**config.mk**
```make
export PLATFORM = sky130hd
export DESIGN_NAME = auto_range_false_color_map
export DESIGN_NICKNAME = d
export VERILOG_FILES = /design/src/design/arfcm_pkg.sv /design/src/design/auto_range_false_color_map.sv /design/src/design/arfcm_range.sv /design/src/design/arfcm_div.sv
export SDC_FILE = /design/constraint.sdc
export NUM_CORES = 1
export LEC_CHECK = 0
export ABC_CLOCK_PERIOD_IN_PS = 5750
export BUFFER_PORTS_ARGS = -buffer_cell sky130_fd_sc_hd__buf_2
export CAP_MARGIN = 20
export CORE_AREA = 2 2 232 234
export CTS_CLUSTER_DIAMETER = 30
export DETAILED_ROUTE_END_ITERATION = 8
export DIE_AREA = 0 0 234 236
export HOLD_SLACK_MARGIN = 0.02
export SETUP_SLACK_MARGIN = 0.3
export SYNTH_ARGS = -nofsm -noshare
export SYNTH_HDL_FRONTEND = slang
export SYNTH_SLANG_ARGS = --single-unit
```
**constraint.sdc**
```tcl
create_clock -name clk_i -period 5.75 [get_ports clk_i]
set_input_delay 0.2875 -clock clk_i [delete_from_list [all_inputs] [get_ports clk_i]]
set_output_delay 0.2875 -clock clk_i [all_outputs]
set_load 0.005 [all_outputs]
```
**src/design/arfcm_pkg.sv**
```systemverilog
`timescale 1ns / 1ps
// Shared types, constants and palette function for the auto-range colour map.
// No dependencies.
package arfcm_pkg;

  localparam int unsigned SampleWidth = 32;
  localparam int unsigned FieldWidth  = 32;
  localparam int unsigned IndexWidth  = 10;
  localparam int unsigned CntWidth    = $clog2(IndexWidth);
  localparam int unsigned ColourWidth = 8;

  typedef logic signed [SampleWidth-1:0] sample_t;
  typedef logic [IndexWidth-1:0]         index_t;
  typedef logic [ColourWidth-1:0]        colour_t;

  localparam sample_t SampleMax = {1'b0, {(SampleWidth-1){1'b1}}};
  localparam sample_t SampleMin = {1'b1, {(SampleWidth-1){1'b0}}};
  localparam index_t  IndexMax  = '1;

  localparam logic OpMeasure = 1'b0;
  localparam logic OpConvert = 1'b1;

  typedef struct packed {
    logic idle;
    logic done;
  } div_stat_t;

  typedef struct packed {
    colour_t red;
    colour_t green;
    colour_t blue;
  } rgb_t;

  // Four segments: blue-cyan, cyan-green, green-yellow, yellow-red.
  function automatic rgb_t palette(input index_t k);
    rgb_t c;
    colour_t f;
    f = k[ColourWidth-1:0];
    case (k[IndexWidth-1:IndexWidth-2])
      2'd0: begin
        c = '{red: '0, green: f, blue: '1};
      end
      2'd1: begin
        c = '{red: '0, green: '1, blue: ~f};
      end
      2'd2: begin
        c = '{red: f, green: '1, blue: '0};
      end
      default: begin
        c = '{red: '1, green: ~f, blue: '0};
      end
    endcase
    return c;
  endfunction

endpackage

```
**src/design/auto_range_false_color_map.sv**
```systemverilog
`timescale 1ns / 1ps
// Top level of the auto-range false-colour map: range tracker, divider, result register.
// Depends on arfcm_pkg, arfcm_range, arfcm_div.
//
//  channel | handshake             | payload
//  in      | in_valid_i/in_ready_o | operation_i, frame_start_i, sample_i
//  out     | out_valid_o/out_ready_i | red_o, green_o, blue_o, palette_index_o
//
// A measure request only updates the range and leaves the divider idle. A convert
// request runs three range checks and ten quotient steps on the one subtractor,
// then a done state; an early range exit ends sooner.
// in_ready_o is high only while the divider is idle; a finished index waits in
// the divider until the result register is free.
// Reset sets the range to empty and clears the result register valid.
module auto_range_false_color_map import arfcm_pkg::*; (
  input  logic                  clk_i,
  input  logic                  rst_ni,
  input  logic                  in_valid_i,
  output logic                  in_ready_o,
  input  logic                  operation_i,
  input  logic                  frame_start_i,
  input  logic [FieldWidth-1:0] sample_i,
  output logic                  out_valid_o,
  input  logic                  out_ready_i,
  output colour_t               red_o,
  output colour_t               green_o,
  output colour_t               blue_o,
  output index_t                palette_index_o
);

  div_stat_t div_stat;
  index_t    div_index;
  sample_t   sample, low, high;
  logic      accept, load, out_valid_q;
  rgb_t      rgb_q;
  index_t    index_q;

  assign sample     = sample_t'(sample_i[SampleWidth-1:0]);
  assign in_ready_o = div_stat.idle;
  assign accept     = in_valid_i && in_ready_o;
  assign load       = div_stat.done && (!out_valid_q || out_ready_i);

  arfcm_range u_range (
    .clk_i     (clk_i),
    .rst_ni    (rst_ni),
    .update_i  (accept && (operation_i == OpMeasure)),
    .restart_i (frame_start_i),
    .sample_i  (sample),
    .low_o     (low),
    .high_o    (high)
  );

  arfcm_div u_div (
    .clk_i    (clk_i),
    .rst_ni   (rst_ni),
    .start_i  (accept && (operation_i == OpConvert)),
    .sample_i (sample),
    .low_i    (low),
    .high_i   (high),
    .ack_i    (load),
    .stat_o   (div_stat),
    .index_o  (div_index)
  );

  always_ff @(posedge clk_i or negedge rst_ni) begin
    if (!rst_ni) begin
      out_valid_q <= 1'b0;
    end else if (load) begin
      out_valid_q <= 1'b1;
    end else if (out_ready_i) begin
      out_valid_q <= 1'b0;
    end
  end

  always_ff @(posedge clk_i) begin
    if (load) begin
      rgb_q   <= palette(div_index);
      index_q <= div_index;
    end
  end

  assign out_valid_o     = out_valid_q;
  assign red_o           = rgb_q.red;
  assign green_o         = rgb_q.green;
  assign blue_o          = rgb_q.blue;
  assign palette_index_o = index_q;

endmodule

```
**src/design/arfcm_range.sv**
```systemverilog
`timescale 1ns / 1ps
// Running minimum and maximum of the measured samples.
// Depends on arfcm_pkg.
module arfcm_range import arfcm_pkg::*; (
  input  logic    clk_i,
  input  logic    rst_ni,
  input  logic    update_i,
  input  logic    restart_i,
  input  sample_t sample_i,
  output sample_t low_o,
  output sample_t high_o
);

  sample_t low_q, high_q;

  always_ff @(posedge clk_i or negedge rst_ni) begin
    if (!rst_ni) begin
      low_q  <= SampleMax;
      high_q <= SampleMin;
    end else if (update_i) begin
      if (restart_i) begin
        low_q  <= sample_i;
        high_q <= sample_i;
      end else begin
        if (sample_i < low_q) low_q <= sample_i;
        if (sample_i > high_q) high_q <= sample_i;
      end
    end
  end

  assign low_o  = low_q;
  assign high_o = high_q;

endmodule

```
**src/design/arfcm_div.sv**
```systemverilog
`timescale 1ns / 1ps
// Normalising divider: range checks and one quotient bit a cycle through a
// single shared subtractor. Depends on arfcm_pkg.
module arfcm_div import arfcm_pkg::*; (
  input  logic      clk_i,
  input  logic      rst_ni,
  input  logic      start_i,
  input  sample_t   sample_i,
  input  sample_t   low_i,
  input  sample_t   high_i,
  input  logic      ack_i,
  output div_stat_t stat_o,
  output index_t    index_o
);

  typedef enum logic [2:0] {
    StIdle,
    StSpan,
    StOffset,
    StTop,
    StIter,
    StDone
  } state_e;

  typedef logic signed [SampleWidth+1:0] wide_t;

  state_e                 state_q;
  sample_t                v_q, lo_q, hi_q;
  logic [SampleWidth-1:0] r_q, rem_q;
  index_t                 q_q;
  logic [CntWidth-1:0]    cnt_q;

  wide_t op_a, op_b, diff;
  logic  diff_neg, diff_zero;

  // shared subtractor
  always_comb begin
    case (state_q)
      StSpan: begin
        op_a = {{2{hi_q[SampleWidth-1]}}, hi_q};
        op_b = {{2{lo_q[SampleWidth-1]}}, lo_q};
      end
      StOffset: begin
        op_a = {{2{v_q[SampleWidth-1]}}, v_q};
        op_b = {{2{lo_q[SampleWidth-1]}}, lo_q};
      end
      StTop: begin
        op_a = {{2{v_q[SampleWidth-1]}}, v_q};
        op_b = {{2{hi_q[SampleWidth-1]}}, hi_q};
      end
      default: begin
        op_a = {1'b0, rem_q, 1'b0};
        op_b = {2'b00, r_q};
      end
    endcase
  end

  assign diff      = op_a - op_b;
  assign diff_neg  = diff[SampleWidth+1];
  assign diff_zero = (diff == '0);

  always_ff @(posedge clk_i or negedge rst_ni) begin
    if (!rst_ni) begin
      state_q <= StIdle;
      q_q     <= '0;
      cnt_q   <= '0;
    end else begin
      case (state_q)
        StIdle: begin
          if (start_i) begin
            v_q     <= sample_i;
            lo_q    <= low_i;
            hi_q    <= high_i;
            q_q     <= '0;
            cnt_q   <= '0;
            state_q <= StSpan;
          end
        end
        StSpan: begin
          r_q <= diff[SampleWidth-1:0];
          if (diff_neg || diff_zero) state_q <= StDone;
          else state_q <= StOffset;
        end
        StOffset: begin
          rem_q <= diff[SampleWidth-1:0];
          if (diff_neg || diff_zero) state_q <= StDone;
          else state_q <= StTop;
        end
        StTop: begin
          if (!diff_neg) begin
            q_q     <= IndexMax;
            state_q <= StDone;
          end else begin
            state_q <= StIter;
          end
        end
        StIter: begin
          q_q <= {q_q[IndexWidth-2:0], !diff_neg};
          if (diff_neg) rem_q <= {rem_q[SampleWidth-2:0], 1'b0};
          else rem_q <= diff[SampleWidth-1:0];
          cnt_q <= cnt_q + 1'b1;
          if (cnt_q == CntWidth'(IndexWidth - 1)) state_q <= StDone;
        end
        StDone: begin
          if (ack_i) state_q <= StIdle;
        end
        default: begin
          state_q <= StIdle;
        end
      endcase
    end
  end

  assign stat_o.idle = (state_q == StIdle);
  assign stat_o.done = (state_q == StDone);
  assign index_o     = q_q;

endmodule

```
== Word level (Yosys, flattened, before mapping) ==
Cells that the tools add are included.
Storage, ports and cells
  register bits after elaboration: 276
  input bits: 38
  output and inout port bits: 36
  word-level logic and storage cells: 83
Cells by class
  add/subtract/negate cells: 2
  magnitude comparators: 2
  equal/unequal tests: 12
  multiplexer cells: 23
  bitwise gates (word level): 2
  reductions and logical operators: 27
Operators with widths (count)
  32-bit two-way mux: 5
  34-bit one-hot mux with 2 select lines: 2
  24-bit one-hot mux with 3 select lines: 1
  32-bit one-hot mux with 2 select lines: 1
  34-bit zero test: 1
  34-bit subtractor: 1
  32-bit greater-than comparator: 1
  32-bit less-than comparator: 1
  10-bit one-hot mux with 3 select lines: 1
  10-bit two-way mux: 2
  3-bit one-hot mux with 6 select lines: 1
  3-bit two-way mux: 5
  2-bit AND reduction: 5
  2-bit nonzero test: 5
  3-bit AND reduction: 3
  8-bit NOT: 1
  4-bit one-hot mux with 2 select lines: 1
  3-bit by 2-bit == test with 1-bit output, second input constant: 2
  3-bit == test, second input constant: 2
  2-bit by 1-bit != test with 1-bit output, second input constant: 3
  4-bit by 1-bit adder with 4-bit output, second input constant: 1
  4-bit == test, second input constant: 1
  1-bit logical AND: 4
  4-bit two-way mux: 1
  12 further kinds: 17

== Logic depth before layout (Yosys ltp) ==
Gate-level depths: netlist of the first run.
  depth after elaboration: 8
  gate-level depth with buffers: 21
  depth with buffers taken out: 17

== By module ==
Synthesis of the first run repeated with hierarchy kept, for this count alone.
Unflattened totals
  cells, all modules: 1350
  area, all modules: 15598.7 um2
By module, submodules not included
  arfcm_div: times used 1, cells an instance 890, area an instance 9914.5 um2
  arfcm_range: times used 1, cells an instance 366, area an instance 4217.8 um2
  auto_range_false_color_map: times used 1, cells an instance 94, area an instance 1466.4 um2

== Least setup slack after synthesis of the first run ==
No wires, ideal clock.
  path type: register to register
  start: register u_div.state_q[1]
  end: register u_div.hi_q[0], enable pin
  setup time: 0.552 ns
  data arrival time: 5.472 ns
  slack: -0.274 ns
  cell stages (with the launch flop): 6
  path buffers: 2
  period minus slack after synthesis: 6.024 ns
  cell sequence: dfrtp_1 clkbuf_1 nor3_1 nand3_1 clkbuf_1 nor2_1
On the way
  word-level cells in the longest chain between the ends: 4
RTL lines
  start: declaration: line arfcm_div.sv:27  | state_e state_q;
  start signal: assignment: line arfcm_div.sv:64  | state_q <= StIdle;
  start signal: assignment: line arfcm_div.sv:76  | state_q <= StSpan;
  start signal: assignment: line arfcm_div.sv:81  | if (diff_neg || diff_zero) state_q <= StDone;
  3-bit zero test (*): line arfcm_div.sv:114  | assign stat_o.idle = (state_q == StIdle);
  net in_ready_o: line auto_range_false_color_map.sv:19  | output logic in_ready_o,
  1-bit logical AND: line auto_range_false_color_map.sv:40  | assign accept = in_valid_i && in_ready_o;
  1-bit logical AND: line auto_range_false_color_map.sv:56  | .start_i (accept && (operation_i == OpConvert)),
  3-bit AND reduction (no source line) (*)
  end signal: assignment: line arfcm_div.sv:73  | hi_q <= high_i;
  end: declaration: line arfcm_div.sv:28  | sample_t v_q, lo_q, hi_q;
Mark *: on every way through the listed nets, which the timed path passes. The rest lies on a longest branch.
A chain may end at the register's enable or synchronous reset.

== Worst setup path after layout of the first run ==
  start: register u_div.state_q[2]
  end: register u_div.state_q[0]
On the way
  word-level cells in the longest chain between the ends: 8
  elaborated cells between the ends (all ways): 23
  those cells by class: add/sub: 1; eq/ne: 8; mux: 5; reduce/logical: 9
RTL lines
  3-bit by 2-bit == test with 1-bit output / 3-bit by 1-bit == test with 1-bit output (equally long branches): line arfcm_div.sv:38  | case (state_q)
  2-bit OR reduction (no source line)
  34-bit one-hot mux with 2 select lines: line arfcm_div.sv:38
  34-bit subtractor (*): line arfcm_div.sv:58  | assign diff = op_a - op_b;
  net u_div.diff[22]: line arfcm_div.sv:33  | wide_t op_a, op_b, diff;
  34-bit zero test (*): line arfcm_div.sv:60  | assign diff_zero = (diff == '0);
  1-bit logical OR (*): line arfcm_div.sv:81
  3-bit two-way mux (*): line arfcm_div.sv:81
  3-bit one-hot mux with 6 select lines (*): line arfcm_div.sv:68  | case (state_q)
Marked as above.

==> metrics.md, run 1 <==
| Metric | Value |
|---|---|
| ANT cells | `0` |
| Leading area contributor after synthesis | `edfxtp_1` |
| Hold Path Class | `input pin to flop` |
| HPWL Detailed | `approximately 28000 um` |
| Vias in the first global route | `between 10k and 15k` |
| Reg clk slew, reported paths | `0.05 ns` |
| Synth Register Bits | `276` |
| Number of fill cells in the layout | `5078` |
| Max Slew Vio Count | `0` |
| P&R area growth vs syn | `25.1%` |
| Worst Tran Pin Value | `0.997 ns` |
| Clock Path Buffers | `3` |
| Clock Tree Root | `clkbuf_16` |
| Chip height | `between 200 and 250 um` |
| Mapped Cells | `1376` |
| Post-route antenna net violation count | `0` |
| Die width | `234 um` |
| Max-Cap Viols | `0` |
| Final global-route overflow total | `0` |
| Outcome | `completed` |
| Routability cong. | `0.900` |
| Final WS setup | `0.623 ns` |
| Layout Skew | `around 0.019 ns` |
| Starting Density | `29.5%` |
| Sequential-to-total area share from yosys stat | `50.5%` |
| Setup Fix Bufs, Post-CTS | `0` |
| Setup TNS | `0 ns` |
| Final Hold Vio Count | `0` |
| Htree depth | `3` |
| Worst Path Required | `6.23 ns` |
| Final worst-path cycle share | `89.2%` |
| Hold_sp | `out_ready_i` |
| Drt first pass iters | `5` |
| Post-DR wirelength/cell | `17.9 um` |
| Share of the synthesized area in the top cell type | `a little under two fifths` |
| Fin crit period | `~5.1 ns` |
| Hold Path Cell Cnt | `3` |
| RR Endpoint | `u_div.state_q[0]` |
| Post_cts resized | `0` |
| Critical Path End Type | `flop` |
| Share of layout cells above drive strength 1 | `25.3%` |
| Full die area | `0.0552 mm2` |
| Post-synth cell types | `69` |
| Vias per cell | `5.22` |
| Ys async rst share | `29.7%` |
| Hold Crit Endpoint | `out_valid_o` |
| Setup CP Type | `flop to flop` |
| Port Buffers | `73` |
| R2r startpoint | `u_div.state_q[2]` |
| Dominant synthesized flop cell | `edfxtp_1` |
| Top fanout value on the critical path | `29` |
| RSZ-0062 raised after global routing | `no` |
| Initial detailed-routing violation count | `639` |
| TritonCTS clock tree | `done` |
| GRT Util Overall | `14.8%` |
| Largest net degree at the start of global routing | `97` |
| Max transition margin | `33.5%` |
| Synth area leaders | `edfxtp_1 (37%), mux2_2 (8.8%), ha_1 (8.1%)` |
| Antenna violations before repair | `0` |
| CTS buffer count | `68` |
| Syn avg cell area | `11.4 um2` |
| Routed vias | `11.8k` |
| Syn Nets | `1517` |
| Worst skew pair latency | `between 0.5 and 0.6 ns` |
| # rows | `85` |
| Dpl ws | `0.688 ns` |
| Worst R2R Setup Slack | `~0.62 ns` |
| Worst path arrival time | `5.60 ns` |
| First-pass GRT wire length | `65400 um` |
| Clock sink count | `276` |
| Yosys warns | `0` |
| Mapped cell area | `0.0157 mm2` |
| R2R depth | `15` |
| Core ar. | `0.0531 mm2` |
| I/O pins | `74` |
| Number of flops mapped to enable cells by yosys | `between 150 and 200` |
| Fmax | `between 0.15 and 0.2 GHz` |
| Number of nets in the layout | `about 1.6k` |
| Total wire length | `40300 um` |
| Setup Viol. Count Final | `0` |
| Drt drc | `0` |
| Startpoint Class | `flop` |
[per-layer routing]
layer / vias to the layer above / track usage, % / part of all wire (%)
met5: - / 0 / 0
met4: 0 / 6.60 / 2.9
met3: 85 / 2.76 / 4.6
met2: 341 / 24.5 / 48
met1: 5777 / 18.8 / 45
li1: 5568 / - / -
[through the flow]
step | instances | utilization (%) | hold slack (ns) | cell area [um2]
after CTS | 2252 | 36.9 | 0.0851 | 19600
after detailed placement | 2094 | 31.8 | 0.145 | 16900
final | 2253 | 36.9 | 0.119 | 19600
after global placement | 2094 | 31.8 | 0.141 | 16900
after global routing | 2253 | 36.9 | 0.105 | 19600
after floorplan | 1376 | - | -0.00809 | 15700
[state kept, by name (all words and copies together), names as in the netlist]
signal and count:
blue_o 8, green_o 8, out_valid_o 1, palette_index_o 10, red_o 8, u_div.cnt_q 4, u_div.hi_q 32, u_div.index_o 10
u_div.lo_q 32, u_div.r_q 32, u_div.rem_q 32, u_div.state_q 3, u_div.v_q 32, u_range.high_o 32, u_range.low_o 32
[layout by cell type, fill, tap and decap left out, types with 10 or more instances in the layout]
| master | synthesis | routed |
|---|---|---|
| a211oi_1 | 23 | 23 |
| a21o_1 | 45 | 45 |
| a21oi_1 | 98 | 97 |
| a22oi_1 | 93 | 93 |
| and2_1 | 16 | 16 |
| buf_2 | 9 | 72 |
| buf_4 | 0 | 26 |
| bufinv_16 | 0 | 10 |
| clkbuf_16 | 0 | 71 |
| clkinv_2 | 0 | 12 |
| dfrtp_1 | 50 | 47 |
| dfstp_2 | 32 | 32 |
| dlygate4sd3_1 | 0 | 33 |
| edfxtp_1 | 194 | 194 |
| ha_1 | 102 | 102 |
| inv_1 | 86 | 86 |
| mux2_2 | 123 | 123 |
| nand2_1 | 45 | 45 |
| nand3_1 | 14 | 14 |
| nand4_1 | 21 | 21 |
| nor2_1 | 73 | 70 |
| nor3_1 | 16 | 15 |
| o211ai_1 | 13 | 13 |
| o21a_1 | 14 | 14 |
| o21ai_0 | 79 | 79 |
| or3_1 | 14 | 14 |
| xnor2_1 | 12 | 12 |
[critical path, stage by stage, from the launching register on]
cell	delay, ns
dfrtp_2	0.72
inv_1	0.38
o21ai_2	0.17
buf_4	0.25
a21oi_1	0.15
fa_1	0.45
a211oi_2	0.32
o31a_1	0.38
a211oi_1	0.19
o21ai_0	0.35
a211oi_1	0.18
or4_1	0.54
nor4_1	0.39
and4_1	0.35
o31ai_1	0.09
o211ai_1	0.11
[kinds of logic after synthesis]
kind of cell	Yosys count	synth area share, %
buffers and inverters	163	4.03
XOR/XNOR	19	1.06
flip-flops	276	50.5
AO/OA/AOI/OAI	438	18.8
adder cells (fa/ha/maj)	103	8.27
AND/OR/NAND/NOR	249	8.08
multiplexers	128	9.19
[cell type report]
type,count,area (um2),share of cell area (%)
Tap cell,696,871,4.44
Multi-Input combinational cell,937,7170,36.6
Clock inverter,45,551,2.81
Inverter,86,323,1.65
Clock buffer,80,1830,9.34
Sequential cell,276,7920,40.4
Timing Repair Buffer,133,933,4.76
[cell usage after synthesis, types with 7 or more instances]
cell / count
dfstp_2: 32
nand2_1: 45
nor2b_1: 8
a2bb2oi_1: 9
a211oi_1: 23
xnor2_1: 12
buf_2: 9
nand4_1: 21
or3_1: 14
mux2_2: 123
a21oi_1: 98
o21a_1: 14
clkbuf_1: 60
nor4_1: 8
nor2_1: 73
a22oi_1: 93
xor2_1: 7
o21ai_0: 79
nand2b_1: 8
a21o_1: 45
inv_1: 86
o21bai_1: 7
and2_1: 16
and4_1: 7
edfxtp_1: 194
o211ai_1: 13
dfrtp_1: 50
nand3_1: 14
nor3_1: 16
ha_1: 102
[timing repair]
item,in CTS,in global routing
hold endpoints to repair,62,0
endpoints found under the setup margin,0,0
hold buffers,33,0
[worst max-delay path by stage]
stage,cells past startpoint,from,endpoint,slack [ns]
final,15,u_div.state_q[2],u_div.state_q[0],0.62
after global routing,15,u_div.state_q[2],u_div.state_q[0],0.30
after CTS,15,u_div.state_q[2],u_div.state_q[0],0.65
after detailed placement,15,u_div.state_q[2],u_div.state_q[0],0.69
after global placement,19,u_div.state_q[0],u_div.state_q[0],0.76
after floorplan,5,u_div.state_q[0],u_div.r_q[0],1.07
Power of run 1 is not shown: default switching activity piles up to over one toggle a cycle in this logic, so the estimate is an artifact.
==> inputs of run 2 (changes only) <==
--- a/config.mk
+++ b/config.mk
@@ -13,7 +13,9 @@
 export DETAILED_ROUTE_END_ITERATION = 8
 export DIE_AREA = 0 0 234 236
 export HOLD_SLACK_MARGIN = 0.02
+export MAX_ROUTING_LAYER = met4
 export SETUP_SLACK_MARGIN = 0.3
+export SLEW_MARGIN = 20
 export SYNTH_ARGS = -nofsm -noshare
 export SYNTH_HDL_FRONTEND = slang
 export SYNTH_SLANG_ARGS = --single-unit
==> run 2 against run 1 <==
Die area did not move. Final cell count barely moved. Setup slack improved by 0.0035 ns.
==> metrics.md, run 2 (synthesized netlist as in run 1, its figures left out) <==
| Metric | Value |
|---|---|
| Outcome | `completed (unchanged)` |
| Area of the multi-input gates | `0.00717 mm2 (about the same)` |
| Htree depth | `3 (unchanged)` |
| Crit path max-delay cell type | `dfrtp_2 (unchanged)` |
| Chip height | `236 um (unchanged)` |
| Setup TNS | `0 ns (unchanged)` |
| Drt first pass iters | `5 (unchanged)` |
| Clock Tree Root | `clkbuf_16 (unchanged)` |
| Share of layout cells above drive strength 1 | `25.7% (was 25.3%)` |
| Cell mode on critical path | `a211oi_1 (unchanged)` |
| Antenna violations before repair | `0 (unchanged)` |
| Reg clk slew, reported paths | `0.05 ns (about the same)` |
| I/O pins | `74 (unchanged)` |
| Setup Viol. Count Final | `0 (unchanged)` |
| R2r startpoint | `u_div.state_q[2] (unchanged)` |
| Reg area | `0.00792 mm2 (unchanged)` |
| RSZ-0062 raised after global routing | `no (unchanged)` |
| CTS buffer count | `68 (unchanged)` |
| Worst Tran Pin Value | `1.02 ns (was 0.997 ns)` |
| Fmax | `0.195 GHz (about the same)` |
| CP peak stage delay | `0.73 ns (was 0.72 ns)` |
| Number of nets in the layout | `1644 (was 1643)` |
| Routability cong. | `0.930 (was 0.900)` |
| Max-Cap Viols | `0 (unchanged)` |
| Clock sink count | `276 (unchanged)` |
| Fin crit period | `5.12 ns (was 5.13 ns)` |
| Critical Path End Type | `flop (unchanged)` |
| Setup CP Type | `flop to flop (unchanged)` |
| Post_cts resized | `0 (unchanged)` |
| P&R area growth vs syn | `25.3% (was 25.1%)` |
| Hold_sp | `out_ready_i (unchanged)` |
| Total wire length | `39700 um (was 40300 um)` |
| Port Buffers | `73 (unchanged)` |
| Setup Fix Bufs, Post-CTS | `0 (unchanged)` |
| Layout Skew | `0.0272 ns (was 0.0192 ns)` |
| Worst path arrival time | `5.61 ns (was 5.60 ns)` |
| Post-DR wirelength/cell | `17.6 um (was 17.9 um)` |
| Initial detailed-routing violation count | `662 (was 639)` |
| Max Slew Vio Count | `0 (unchanged)` |
| GRT Util Overall | `15.0% (was 14.8%)` |
| Largest net degree at the start of global routing | `74 (was 97)` |
| Max transition margin | `31.7% (was 33.5%)` |
| Startpoint Class | `flop (unchanged)` |
| Commonest non-fill, non-tap cells in the layout | `edfxtp_1 (194), mux2_2 (123), ha_1 (101), a21oi_1 (97), a22oi_1 (93) (was edfxtp_1 (194), mux2_2 (123), ha_1 (102), a21oi_1 (97), a22oi_1 (93))` |
| Number of fill cells in the layout | `5042 (was 5078)` |
| Core ar. | `0.0531 mm2 (unchanged)` |
| Final Hold Vio Count | `0 (unchanged)` |
| ANT cells | `0 (unchanged)` |
| Starting Density | `29.5% (unchanged)` |
| Post-route antenna net violation count | `0 (unchanged)` |
| Top fanout value on the critical path | `29 (unchanged)` |
| HPWL Detailed | `28600 um (was 28300 um)` |
| First-pass GRT wire length | `64200 um (was 65400 um)` |
| Hold Path Class | `input pin to flop (unchanged)` |
| Vias per cell | `5.23 (was 5.22)` |
| Commonest non-fill, non-tap cell in the layout | `edfxtp_1 (unchanged)` |
| Final global-route overflow total | `0 (unchanged)` |
| TritonCTS clock tree | `done (unchanged)` |
| Full die area | `0.0552 mm2 (unchanged)` |
| CTS Hold Bufs | `33 (unchanged)` |
| Critical Path Start | `u_div.state_q[2] (unchanged)` |
| Worst skew pair latency | `0.58 ns (was 0.57 ns)` |
| Worst Path Required | `6.24 ns (was 6.23 ns)` |
| Vias in the first global route | `11.7k (was 12.2k)` |
| Drt drc | `0 (unchanged)` |
| CP cell instances | `inv_1 -> o21ai_2 -> buf_4 -> a21oi_1 -> fa_1 -> a211oi_2 -> o31a_1 -> a211oi_1 -> o21ai_0 -> a211oi_1 -> or4_1 -> nor4_1 -> and4_1 -> o31ai_1 -> o211ai_1 (unchanged)` |
| # rows | `85 (unchanged)` |
| Routed vias | `11.8k (about the same)` |
| Die width | `234 um (unchanged)` |
| Final worst-path cycle share | `89.1% (was 89.2%)` |
| Clock Path Buffers | `3 (unchanged)` |
-- run 2: changes by cell type in the layout (fill, tap and decap cells not counted), moves of 2 or more --
cell and delta:
bufinv_16 -4, clkbuf_1 -3, clkbuf_16 +2, clkbuf_8 +2, clkinv_1 -2, clkinv_2 -3
clkinv_4 -2, clkinvlp_4 +4, inv_16 +2, inv_8 +3
-- run 2: per-layer routing --
layer	GRT usage [%]	vias up	wire (um)
met1	18.8	5824	17700
met3	2.80	73	1970
met2	23.9	341	19000
met5	-	-	0
met4	5.96	0	1020
li1	-	5556	-
-- run 2: cell type report --
type / instances / share of cell area (%)
Tap cell: 696 / 4.44
Inverter: 86 / 1.64
Clock buffer: 81 / 9.66
Clock inverter: 44 / 2.60
Sequential cell: 276 / 40.3
Multi-Input combinational cell: 937 / 36.5
Timing Repair Buffer: 134 / 4.77
-- run 2: through the flow --
step,util [%],hold WS [ns],area [um2],std cells,worst slack [ns]
final,37.0,0.117,19600,2254,0.626
after global routing,37.0,0.0969,19600,2254,0.325
after CTS,37.0,0.0640,19600,2254,0.662
after detailed placement,31.8,0.133,16900,2096,0.697
after global placement,31.8,0.135,16900,2096,0.683
after floorplan,-,-0.00809,15700,1376,1.07
-- run 2: final timing paths --
kind                                       to  slack [ns]  cells after the start
setup / recovery             u_div.state_q[0]        0.63                     15
hold / removal                    out_valid_o        0.12                      3
setup reg to reg             u_div.state_q[0]        0.63                     15
hold reg to reg                u_div.hi_q[27]        0.46                      0
max in group asynchronous  u_range.high_o[27]        4.62                      3
min in group asynchronous         out_valid_o        0.13                      2
-- run 2: worst max-delay path: cells and delay by family (launching register included) --
family	cells	cell delay, ns
AND/OR/NAND/NOR	3	1.23
flip-flops	1	0.73
adder cells (fa/ha/maj)	1	0.46
AO/OA/AOI/OAI	9	1.96
buffers and inverters	2	0.64
Power of run 2 is left out for the same reason.
==> inputs of run 3 (changes only) <==
--- a/config.mk
+++ b/config.mk
@@ -5,7 +5,6 @@
 export SDC_FILE = /design/constraint.sdc
 export NUM_CORES = 1
 export LEC_CHECK = 0
-export ABC_CLOCK_PERIOD_IN_PS = 5750
 export BUFFER_PORTS_ARGS = -buffer_cell sky130_fd_sc_hd__buf_2
 export CAP_MARGIN = 20
 export CORE_AREA = 2 2 232 234
@@ -14,6 +13,7 @@
 export DIE_AREA = 0 0 234 236
 export HOLD_SLACK_MARGIN = 0.02
 export MAX_ROUTING_LAYER = met4
+export RECOVER_POWER = 50
 export SETUP_SLACK_MARGIN = 0.3
 export SLEW_MARGIN = 20
 export SYNTH_ARGS = -nofsm -noshare
==> run 3 against run 2 <==
Critical endpoint is now u_div.state_q[2]. The run now ends with capacitance limit, slew limit left. First-iteration DRC count rose by 10%. Setup slack got worse by 0.0037 ns. Clock skew decreased by 0.00077 ns. Die area is the same.
==> metrics.md, run 3 (synthesized netlist as in run 1, its figures left out) <==
| Metric | Value |
|---|---|
| Fmax | `0.195 GHz (about the same)` |
| Drt first pass iters | `7 (was 5)` |
| Violated checks | `capacitance limit, slew limit` |
| Number of fill cells in the layout | `5075 (was 5042)` |
| First-pass GRT wire length | `64200 um (unchanged)` |
| Clock Path Buffers | `3 (unchanged)` |
| Final Hold Vio Count | `0 (unchanged)` |
| Placed insts | `2096 (unchanged)` |
| P&R area growth vs syn | `24.7% (was 25.3%)` |
| Post-route antenna net violation count | `0 (unchanged)` |
| Max transition margin | `-11.7% (was 31.7%)` |
| Routed vias | `11.8k (about the same)` |
| Core ar. | `0.0531 mm2 (unchanged)` |
| Starting Density | `29.5% (unchanged)` |
| Top fanout value on the critical path | `29 (unchanged)` |
| Drt drc | `0 (unchanged)` |
| Largest net degree at the start of global routing | `74 (unchanged)` |
| CP cell instances | `inv_1 -> o21ai_2 -> buf_4 -> a21oi_1 -> fa_1 -> a211oi_2 -> o31a_1 -> a211oi_1 -> o21ai_0 -> a211oi_1 -> or4_1 -> nor4_1 -> and4_1 -> a2111oi_2 -> nor3_2 (was inv_1 -> o21ai_2 -> buf_4 -> a21oi_1 -> fa_1 -> a211oi_2 -> o31a_1 -> a211oi_1 -> o21ai_0 -> a211oi_1 -> or4_1 -> nor4_1 -> and4_1 -> o31ai_1 -> o211ai_1)` |
| Finished Layout Cells | `2254 (unchanged)` |
| Fin crit period | `5.13 ns (was 5.12 ns)` |
| Commonest non-fill, non-tap cell in the layout | `edfxtp_1 (unchanged)` |
| Setup Viol. Count Final | `0 (unchanged)` |
| Max-Cap Viols | `1 (was 0)` |
| RSZ-0062 raised after global routing | `no (unchanged)` |
| Setup CP Type | `flop to flop (unchanged)` |
| Worst path arrival time | `5.62 ns (was 5.61 ns)` |
| Hold Path Class | `input pin to flop (unchanged)` |
| Clock Tree Root | `clkbuf_16 (unchanged)` |
| Layout Skew | `0.0265 ns (was 0.0272 ns)` |
| CTS Hold Bufs | `33 (unchanged)` |
| WHS | `0.108 ns (was 0.117 ns)` |
| Worst Path Required | `6.24 ns (about the same)` |
| Number of nets in the layout | `1644 (unchanged)` |
| # rows | `85 (unchanged)` |
| TritonCTS clock tree | `done (unchanged)` |
| Htree depth | `3 (unchanged)` |
| Setup Fix Bufs, Post-CTS | `0 (unchanged)` |
| Die width | `234 um (unchanged)` |
| Clock sink count | `276 (unchanged)` |
| Port Buffers | `73 (unchanged)` |
| Worst Tran Pin Value | `1.68 ns (was 1.02 ns)` |
| Post_cts resized | `0 (unchanged)` |
| Commonest non-fill, non-tap cells in the layout | `edfxtp_1 (194), mux2_2 (123), ha_1 (102), a21oi_1 (97), a22oi_1 (93) (was edfxtp_1 (194), mux2_2 (123), ha_1 (101), a21oi_1 (97), a22oi_1 (93))` |
| Initial detailed-routing violation count | `731 (was 662)` |
| Max Slew Vio Count | `35 (was 0)` |
| CP peak stage delay | `0.72 ns (was 0.73 ns)` |
| Final global-route overflow total | `0 (unchanged)` |
| Critical Path End Type | `flop (unchanged)` |
| Crit path max-delay cell type | `dfrtp_2 (unchanged)` |
| Full die area | `0.0552 mm2 (unchanged)` |
| Setup TNS | `0 ns (unchanged)` |
| Vias per cell | `5.22 (was 5.23)` |
| HPWL Detailed | `28600 um (unchanged)` |
| I/O pins | `74 (unchanged)` |
| Hold Path Cell Cnt | `3 (unchanged)` |
| Final worst-path cycle share | `89.2% (was 89.1%)` |
| Total wire length | `39800 um (was 39700 um)` |
| Chip height | `236 um (unchanged)` |
| R2R depth | `15 (unchanged)` |
| CTS buffer count | `68 (unchanged)` |
| Antenna violations before repair | `0 (unchanged)` |
| Post-DR wirelength/cell | `17.7 um (was 17.6 um)` |
| GRT Util Overall | `15.0% (unchanged)` |
| Worst R2R Setup Slack | `0.62 ns (was 0.63 ns)` |
| Outcome | `finished with violations (was completed)` |
| Startpoint Class | `flop (unchanged)` |
| Cell mode on critical path | `a211oi_1 (unchanged)` |
| ANT cells | `0 (unchanged)` |
| Reg clk slew, reported paths | `0.05 ns (about the same)` |
| Worst skew pair latency | `0.58 ns (about the same)` |
| Share of layout cells above drive strength 1 | `19.8% (was 25.7%)` |
| Routability cong. | `0.930 (unchanged)` |
| Vias in the first global route | `11.7k (unchanged)` |
-- run 3: final cells by class --
type	count	area (um2)	area share, %
clock buffer	81	1900	9.71
inverter	86	323	1.65
clock inverter	44	510	2.61
sequential	276	7920	40.5
multi-input combinational	937	7160	36.7
tap	696	871	4.46
timing repair buffer	134	850	4.35
-- run 3: per-layer routing --
layer	global-route usage [%]	share of wire [%]	wire length, um	vias up
li1	-	-	-	5556
met1	18.8	44	17600	5799
met2	23.9	48	19100	331
met3	2.80	5.3	2130	74
met4	5.96	2.6	1030	0
met5	-	0	0	-
-- run 3: worst max-delay path, delay by kind of cell, from the launching register on --
kind                     cells  cell delay (ns)
buffers and inverters        2             0.64
adder cells (fa/ha/maj)      1             0.46
AND/OR/NAND/NOR              4             1.37
AO/OA/AOI/OAI                8             1.83
flip-flops                   1             0.72
-- run 3: per-stage QoR --
stage	setup slack (ns)	util, %	cell area (um2)
floorplan	1.07	-	15700
global placement	0.683	31.8	16900
detailed placement	0.697	31.8	16900
CTS	0.662	37.0	19600
global route	0.299	36.8	19500
finish	0.623	36.8	19500
-- run 3: worst paths after layout --
path,start,endpoint
worst min-delay path,out_ready_i,out_valid_o
max in group asynchronous,rst_ni,u_range.high_o[27]
worst min register to register,u_range.high_o[24],u_div.hi_q[24]
worst max register to register,u_div.state_q[2],u_div.state_q[2]
min in group asynchronous,rst_ni,out_valid_o
worst max-delay path,u_div.state_q[2],u_div.state_q[2]
Power of run 3 is left out for the same reason.
